<file path="config.mk">
export PLATFORM = sky130hd
export DESIGN_NAME = panel_peak_sum_trigger_flat
export DESIGN_NICKNAME = d
export VERILOG_FILES = /design/src/rtl/pps_pkg.sv /design/src/rtl/pps_if.sv /design/src/rtl/panel_peak_sum_trigger.sv /design/src/flat_wrapper.sv
export SDC_FILE = /design/constraint.sdc
export NUM_CORES = 1
export LEC_CHECK = 0
export ABC_AREA = 1
export BUFFER_PORTS_ARGS = -buffer_cell sky130_fd_sc_hd__buf_2
export CAP_MARGIN = 25
export CORE_MARGIN = 2
export CORE_UTILIZATION = 50
export DETAILED_ROUTE_END_ITERATION = 10
export PLACE_DENSITY = 0.67
export SYNTH_ARGS = -nofsm -noshare
export SYNTH_HDL_FRONTEND = slang
export SYNTH_SLANG_ARGS = --single-unit
</file>
<file path="constraint.sdc">
create_clock -name clk_i -period 11.35 [get_ports clk_i]
set_input_delay 0.5675 -clock clk_i [delete_from_list [all_inputs] [get_ports clk_i]]
set_output_delay 0.5675 -clock clk_i [all_outputs]
set_load 0.05 [all_outputs]
</file>
<file path="src/rtl/pps_pkg.sv">
// ----------------------------------------------------------------------------
// Panel peak sum trigger package
// Shared types and constants of the panel peak sum trigger.
// ----------------------------------------------------------------------------
package pps_pkg;

  localparam int unsigned PanelCount       = 4;
  localparam int unsigned ChannelsPerPanel = 16;

  localparam int unsigned SampleW  = 16;
  localparam int unsigned SumW     = 20;
  localparam int unsigned PanelW   = 2;
  localparam int unsigned ChanW    = 4;
  localparam int unsigned CfgIdxW  = 8;
  localparam int unsigned CfgDataW = 32;
  localparam int unsigned NumThr   = 4;

  typedef enum logic [CfgIdxW-1:0] {
    CFG_PANEL_THRESHOLD_0 = 8'd0,
    CFG_PANEL_THRESHOLD_1 = 8'd1,
    CFG_PANEL_THRESHOLD_2 = 8'd2,
    CFG_PANEL_THRESHOLD_3 = 8'd3
  } cfg_reg_e;

  typedef struct packed {
    logic               pedestal_event;
    logic [PanelW-1:0]  panel_index;
    logic [ChanW-1:0]   channel_in_panel;
    logic [SampleW-1:0] sample_value;
    logic [SampleW-1:0] channel_pedestal;
    logic               last_sample;
  } in_item_t;

  typedef struct packed {
    logic [PanelW-1:0] panel_out;
    logic [SumW-1:0]   panel_sum;
    logic              keep_panel;
    logic              event_triggered;
    logic              last_panel;
  } out_item_t;

  typedef struct packed {
    logic [CfgIdxW-1:0]  index;
    logic [CfgDataW-1:0] data;
  } cfg_item_t;

endpackage

</file>
<file path="src/rtl/pps_if.sv">
// ----------------------------------------------------------------------------
// Panel peak sum trigger channels
// Valid/ready channels for samples, panel results and register writes.
// ----------------------------------------------------------------------------
interface pps_in_if;
  logic              valid;
  logic              ready;
  pps_pkg::in_item_t data;

  modport source (output valid, output data, input ready);
  modport sink (input valid, input data, output ready);
endinterface

interface pps_out_if;
  logic               valid;
  logic               ready;
  pps_pkg::out_item_t data;

  modport source (output valid, output data, input ready);
  modport sink (input valid, input data, output ready);
endinterface

interface pps_cfg_if;
  logic               valid;
  logic               ready;
  pps_pkg::cfg_item_t data;

  modport source (output valid, output data, input ready);
  modport sink (input valid, input data, output ready);
endinterface

</file>
<file path="src/rtl/panel_peak_sum_trigger.sv">
// ----------------------------------------------------------------------------
// Panel peak sum trigger
// A sample closing a panel passes the input register and the single peak and
// sum update stage, then its result shows from the result register. The rate
// is one sample per cycle while out_o takes results, set by that update stage.
// Reset clears the thresholds, the channel peak, the panel sum and the event
// flag; no clearing pass is needed.
// ----------------------------------------------------------------------------
module panel_peak_sum_trigger (
  input logic      clk_i,
  input logic      rst_ni,
  pps_in_if.sink   in_i,
  pps_out_if.source out_o,
  pps_cfg_if.sink  cfg_i
);
  import pps_pkg::*;

  localparam logic [ChanW-1:0]  LastChan  = ChanW'(ChannelsPerPanel - 1);
  localparam logic [PanelW-1:0] LastPanel = PanelW'(PanelCount - 1);
  localparam logic [SumW-1:0]   SumMax    = {SumW{1'b1}};

  logic [SumW-1:0]    thr_q [NumThr];
  logic               s1_valid_q;
  in_item_t           s1_q;
  logic               out_valid_q;
  out_item_t          out_q;
  logic [SampleW-1:0] peak_q, peak_d;
  logic [SumW-1:0]    sum_q, sum_d;
  logic               hit_q, hit_d;

  logic [SampleW-1:0] dev;
  logic [SampleW-1:0] peak_new;
  logic [SumW:0]      sum_raw;
  logic [SumW-1:0]    sum_sat;
  logic               chan_last;
  logic               panel_last;
  logic               s1_result;
  logic               out_free;
  logic               s1_adv;
  logic               keep;
  out_item_t          out_d;

  assign cfg_i.ready = 1'b1;

  always_ff @(posedge clk_i or negedge rst_ni) begin
    if (!rst_ni) begin
      for (int i = 0; i < NumThr; i++) begin
        thr_q[i] <= '0;
      end
    end else if (cfg_i.valid) begin
      unique case (cfg_i.data.index)
        CFG_PANEL_THRESHOLD_0: thr_q[0] <= cfg_i.data.data[SumW-1:0];
        CFG_PANEL_THRESHOLD_1: thr_q[1] <= cfg_i.data.data[SumW-1:0];
        CFG_PANEL_THRESHOLD_2: thr_q[2] <= cfg_i.data.data[SumW-1:0];
        CFG_PANEL_THRESHOLD_3: thr_q[3] <= cfg_i.data.data[SumW-1:0];
        default: ;
      endcase
    end
  end

  always_comb begin
    dev = (s1_q.sample_value >= s1_q.channel_pedestal)
        ? s1_q.sample_value - s1_q.channel_pedestal
        : s1_q.channel_pedestal - s1_q.sample_value;
    peak_new   = (dev > peak_q) ? dev : peak_q;
    sum_raw    = {1'b0, sum_q} + {{(SumW + 1 - SampleW){1'b0}}, peak_new};
    sum_sat    = sum_raw[SumW] ? SumMax : sum_raw[SumW-1:0];
    chan_last  = s1_q.channel_in_panel >= LastChan;
    panel_last = s1_q.panel_index >= LastPanel;
    keep       = (sum_sat >= thr_q[s1_q.panel_index]) || s1_q.pedestal_event;
    s1_result  = s1_valid_q && s1_q.last_sample && chan_last;
    out_free   = !out_valid_q || out_o.ready;
    s1_adv     = s1_valid_q && (out_free || !s1_result);

    peak_d = peak_q;
    sum_d  = sum_q;
    hit_d  = hit_q;
    if (s1_adv) begin
      if (!s1_q.last_sample) begin
        peak_d = peak_new;
      end else begin
        peak_d = '0;
        if (!chan_last) begin
          sum_d = sum_sat;
        end else begin
          sum_d = '0;
          hit_d = panel_last ? 1'b0 : (hit_q | keep);
        end
      end
    end

    out_d.panel_out       = s1_q.panel_index;
    out_d.panel_sum       = sum_sat;
    out_d.keep_panel      = keep;
    out_d.event_triggered = panel_last & (hit_q | keep);
    out_d.last_panel      = panel_last;
  end

  assign in_i.ready = !s1_valid_q || s1_adv;

  always_ff @(posedge clk_i or negedge rst_ni) begin
    if (!rst_ni) begin
      s1_valid_q  <= 1'b0;
      out_valid_q <= 1'b0;
      peak_q      <= '0;
      sum_q       <= '0;
      hit_q       <= 1'b0;
    end else begin
      if (in_i.ready) begin
        s1_valid_q <= in_i.valid;
      end
      if (s1_adv && s1_result) begin
        out_valid_q <= 1'b1;
      end else if (out_o.ready) begin
        out_valid_q <= 1'b0;
      end
      peak_q <= peak_d;
      sum_q  <= sum_d;
      hit_q  <= hit_d;
    end
  end

  always_ff @(posedge clk_i) begin
    if (in_i.ready && in_i.valid) begin
      s1_q <= in_i.data;
    end
    if (s1_adv && s1_result) begin
      out_q <= out_d;
    end
  end

  assign out_o.valid = out_valid_q;
  assign out_o.data  = out_q;

endmodule
</file>
<file path="src/flat_wrapper.sv">
// flat-port wrapper written by rule: the top's interface ports become plain ports
module panel_peak_sum_trigger_flat import pps_pkg::*;
  (clk_i, rst_ni, in_i_valid, in_i_data, in_i_ready, out_o_valid, out_o_data, out_o_ready, cfg_i_valid, cfg_i_data, cfg_i_ready);
  pps_in_if in_i_i ();
  pps_out_if out_o_i ();
  pps_cfg_if cfg_i_i ();
  input logic clk_i;
  input logic rst_ni;
  input wire logic [$bits(in_i_i.valid)-1:0] in_i_valid;
  input wire logic [$bits(in_i_i.data)-1:0] in_i_data;
  output wire logic [$bits(in_i_i.ready)-1:0] in_i_ready;
  output wire logic [$bits(out_o_i.valid)-1:0] out_o_valid;
  output wire logic [$bits(out_o_i.data)-1:0] out_o_data;
  input wire logic [$bits(out_o_i.ready)-1:0] out_o_ready;
  input wire logic [$bits(cfg_i_i.valid)-1:0] cfg_i_valid;
  input wire logic [$bits(cfg_i_i.data)-1:0] cfg_i_data;
  output wire logic [$bits(cfg_i_i.ready)-1:0] cfg_i_ready;
  assign in_i_i.valid = in_i_valid;
  assign in_i_i.data = in_i_data;
  assign in_i_ready = in_i_i.ready;
  assign out_o_valid = out_o_i.valid;
  assign out_o_data = out_o_i.data;
  assign out_o_i.ready = out_o_ready;
  assign cfg_i_i.valid = cfg_i_valid;
  assign cfg_i_i.data = cfg_i_data;
  assign cfg_i_ready = cfg_i_i.ready;
  panel_peak_sum_trigger u_core (.clk_i(clk_i), .rst_ni(rst_ni), .in_i(in_i_i), .out_o(out_o_i), .cfg_i(cfg_i_i));
endmodule
</file>
==> impl_table.tex <==
\begin{tabular}{lr}
\hline
Metric & Value \\
\hline
\multicolumn{2}{l}{\textbf{Outcome}} \\
\quad Status & completed \\
\multicolumn{2}{l}{\textbf{Detailed routing}} \\
\quad Total Wirelength & between 20000 and 30000 um \\
\quad Average wire per cell in the routed design & 14.3 um \\
\quad Routed via count & about 9600 \\
\quad Mean number of vias per cell & 5.19 \\
\quad Number of routed nets with antenna violations & 0 \\
\quad Iteration-0 DRC count of the detailed router & roughly 540 \\
\quad 1st-pass router iterations & 6 \\
\quad Post-route DRC & 0 \\
\multicolumn{2}{l}{\textbf{Finish}} \\
\quad Diode insertion count for antenna repair & 0 \\
\quad Area used by multi-input combinational logic & approximately 0.0057 mm\^{}2 \\
\quad Commonest non-fill, non-tap cell in the layout & nand2\_1 \\
\quad Area added between synthesis and finish & 11.0\% \\
\quad Area used by sequential logic in the layout & just under 0.005 mm\^{}2 \\
\quad Layout cell share with drive strength beyond 1 & 0.126 \\
\quad Filler cell count in the final layout & 2122 \\
\quad Final non-filler cell area & around 0.013 mm\^{}2 \\
\quad Most frequent cells in the layout & nand2\_1 (499), inv\_1 (193), dfrtp\_1 (119) \\
\quad Number of nets in the layout & 1716 \\
\multicolumn{2}{l}{\textbf{Yosys}} \\
\quad Share of the yosys chip area belonging to registers & 0.426 \\
\quad Main flop type after synthesis & dfrtp\_1 \\
\quad Post-Syn Nets & 1633 \\
\quad Count of mapped cells out of synthesis & between 1000 and 1500 \\
\quad Mapped cell area & between 0.01 and 0.015 mm\^{}2 \\
\quad Proportion of synthesized flip-flops having asynchronous set or reset & 0.647 \\
\quad Count of flip-flops with a built-in enable after synthesis & 65 \\
\quad Count of warnings emitted by yosys & 0 \\
\quad Average cell area after synthesis & $\sim$8 um\^{}2 \\
\quad Synth unique cells & 45 \\
\quad Yosys reg bits & approximately 180 \\
\multicolumn{2}{l}{\textbf{Worst setup path}} \\
\quad Crit path max-delay cell type & inv\_1 \\
\quad Critical-path maximum fanout & 23 \\
\quad Data arrival time at the worst-slack endpoint & 8570 ps \\
\quad Logic depth of the worst register-to-register path & 40 \\
\quad CP Capture Type & register \\
\quad Element type at the critical path start & register \\
\quad Worst path most repeated cell & nand2\_1 \\
\quad RR Endpoint & u\_core.out\_o.data[1]\$\_DFFE\_PP\_ \\
\quad R2R Path Start & u\_core.s1\_q[17]\$\_DFFE\_PP\_ \\
\quad Maximum cell stage delay along the critical path & roughly 670 ps \\
\quad Worst EP required & 11670 ps \\
\quad Classification of the worst setup path & reg2reg \\
\quad Reg2reg setup slack & 3100 ps \\
\multicolumn{2}{l}{\textbf{Power and ir drop}} \\
\quad Combinational Power Share & 0.551 \\
\quad Clock network fraction of design power & 0.180 \\
\quad Static leakage & 6.53 nW \\
\quad Total power & around 3.3 mW \\
\quad Internal power & 1.77 mW \\
\quad Net switching fraction of the power & 0.458 \\
\quad Maximum vdd drop & 0.144 mV \\
\quad Power per Cell Area & about 250 mW/mm\^{}2 \\
\quad Switching power & between 1 and 1.5 mW \\
\quad Fraction of power consumed by sequential logic & 0.269 \\
\multicolumn{2}{l}{\textbf{Die}} \\
\quad Die height & approximately 160 um \\
\quad Die W & between 150 and 200 um \\
\quad Starting density of the core & 0.510 \\
\quad Number of top-level design ports & 113 \\
\quad Rows & 55 \\
\quad Total die area & 0.0244 mm\^{}2 \\
\quad Core outline area & $\sim$0.023 mm\^{}2 \\
\multicolumn{2}{l}{\textbf{STA}} \\
\quad Max-slew headroom at the worst pin & 0.472 \\
\quad Final Hold Vio Count & 0 \\
\quad Final critical delay including setup and external delays & 8250 ps \\
\quad Final clock period utilization by the worst path & 0.727 \\
\quad Summed negative setup slack over all endpoints & 0 ps \\
\quad Setup repair after global routing missed its margin & no \\
\quad Setup-failing EPs final & 0 \\
\quad Max Freq & 121 MHz \\
\quad Transition time at the pin with the least slew margin & about 790 ps \\
\quad Number of max-slew violations in the final report & 0 \\
\quad Post-route clock skew & between 15 and 20 ps \\
\multicolumn{2}{l}{\textbf{Placed design}} \\
\quad RD Place Congestion & $\sim$0.88 \\
\quad HPWL after detailed placement & a little under 20000 um \\
\quad Cell Area, Placed & around 0.012 mm\^{}2 \\
\quad PortBufs & 99 \\
\multicolumn{2}{l}{\textbf{Worst hold path}} \\
\quad Kind of path behind the tightest hold check & in2async \\
\multicolumn{2}{l}{\textbf{Clock network}} \\
\quad Number of buffers on the longest clock path & 2 \\
\quad CTS Sinks & $\sim$180 \\
\quad Clock root buffer & clkbuf\_16 \\
\quad Register clock-pin slew on the reported worst setup and hold paths & 80 ps \\
\quad Clock buffers created by TritonCTS & 17 \\
\quad Depth of the CTS H-tree & 4 \\
\quad Source-to-sink clock delay at the later pin of the worst-skew pair & 460 ps \\
\quad Hold-fix buffers, CTS & 0 \\
\quad TritonCTS clock tree & done \\
\quad Post-CTS sizing & 0 \\
\quad Setup Fix Bufs, Post-CTS & 0 \\
\multicolumn{2}{l}{\textbf{GRT}} \\
\quad Global-route total usage across every layer & 0.228 \\
\quad Global-route wire length before repair & 44000 um \\
\quad Vias in the first global route & 8762 \\
\quad Maximum number of pins on one net before global-route repair & 63 \\
\quad Antenna violations before repair & 0 \\
\quad Total global routing overflow & 0 \\
\multicolumn{2}{l}{\textbf{Run}} \\
\quad Count of max-cap constraint violations & 0 \\
\hline
\end{tabular}
state kept, by name, indices dropped and copies added (netlist names):
signal              flops
u_core.thr_q           80
u_core.peak_q          16
u_core.out_d            2
u_core.s1_valid_q       1
u_core.out_o.valid      1
u_core.s1_q            38
u_core.sum_q           20
u_core.hit_q            1
u_core.out_o.data      25
Yosys cell counts, types with 6 or more instances:
master,instances,area [um^2]
clkbuf_1,32,120
nand2_1,499,1870
a21boi_0,10,75.1
inv_1,194,728
a21oi_1,67,335
edfxtp_1,65,1950
nor2_1,51,191
nand4_1,18,113
and2_1,9,56.3
nand2_4,11,124
buf_6,6,67.6
ha_1,83,1040
o21ai_0,106,531
nand3_2,11,110
xor2_1,16,140
nand3_1,76,380
nand2_2,17,106
dfrtp_1,119,2980
a32o_1,19,190
per-stage QoR:
stage                      util  setup WS, ps  hold WS (ps)  instances
after global routing      0.566          2280           243       1843
after floorplan               -          5540           272       1462
final                     0.566          3100           171       1843
after CTS                 0.566          3020           213       1843
after detailed placement  0.540          3080           465       1811
after global placement    0.540          3180           462       1810
cells by family after synthesis:
| kind of cell | after synthesis | share of synthesized area |
|---|---|---|
| AOI/OAI and AO/OA | 217 | 0.108 |
| xor gates and xnor gates | 20 | 0.0151 |
| adders and majority gates | 86 | 0.0949 |
| buffers and inverters | 243 | 0.0858 |
| DFF | 184 | 0.426 |
| other | 1 | 0.000324 |
| and+or+nand+nor | 711 | 0.270 |
power by group through the flow:
| stage | combinational (mW) | sequential, mW | clock (mW) |
|---|---|---|---|
| 5_1_grt | 2.06 | 0.888 | 0.624 |
| 3_3_place_gp | 1.74 | 0.889 | 0 |
| 6_report | 1.80 | 0.879 | 0.590 |
| 2_1_floorplan | 1.38 | 0.885 | 0 |
| 4_1_cts | 1.80 | 0.879 | 0.601 |
| 3_5_place_dp | 1.79 | 0.890 | 0 |
routing by layer:
layer	wire length, um	global-route usage	part of all wire	vias up
met5	0	0	0	-
met4	452	0.0638	0.017	0
met3	1290	0.0367	0.049	37
met2	11900	0.358	0.45	225
met1	12700	0.329	0.48	4404
li1	-	-	-	4892
worst max path at each step:
| stage | from | end | slack (ps) | cells past startpoint |
|---|---|---|---|---|
| 2_1_floorplan | u_core.s1_q[17]$_DFFE_PP_ | u_core.out_o.data[1]$_DFFE_PP_ | 5540 | 46 |
| 3_3_place_gp | u_core.s1_q[17]$_DFFE_PP_ | u_core.out_o.data[1]$_DFFE_PP_ | 3180 | 40 |
| 3_5_place_dp | u_core.s1_q[17]$_DFFE_PP_ | u_core.out_o.data[1]$_DFFE_PP_ | 3080 | 40 |
| 4_1_cts | u_core.s1_q[17]$_DFFE_PP_ | u_core.out_o.data[1]$_DFFE_PP_ | 3020 | 40 |
| 5_1_grt | u_core.s1_q[17]$_DFFE_PP_ | u_core.out_o.data[1]$_DFFE_PP_ | 2280 | 40 |
| 6_report | u_core.s1_q[17]$_DFFE_PP_ | u_core.out_o.data[1]$_DFFE_PP_ | 3100 | 40 |
worst max-delay path, delay by kind of cell, from the launching register on:
family                     cells  cell delay (ps)
buffers and inverters          5              970
DFF                            1              390
AOI/OAI and AO/OA              4             1430
adders and majority gates      5             1870
and+or+nand+nor               26             3450
layout make-up:
class	count	area share
sequential	184	0.384
multi-input combinational	1035	0.440
clock inverter	14	0.0121
inverter	196	0.0572
tap	285	0.0277
timing repair buffer	111	0.0461
clock buffer	18	0.0334
No activity file was read; power rests on OpenSTA's default activity.
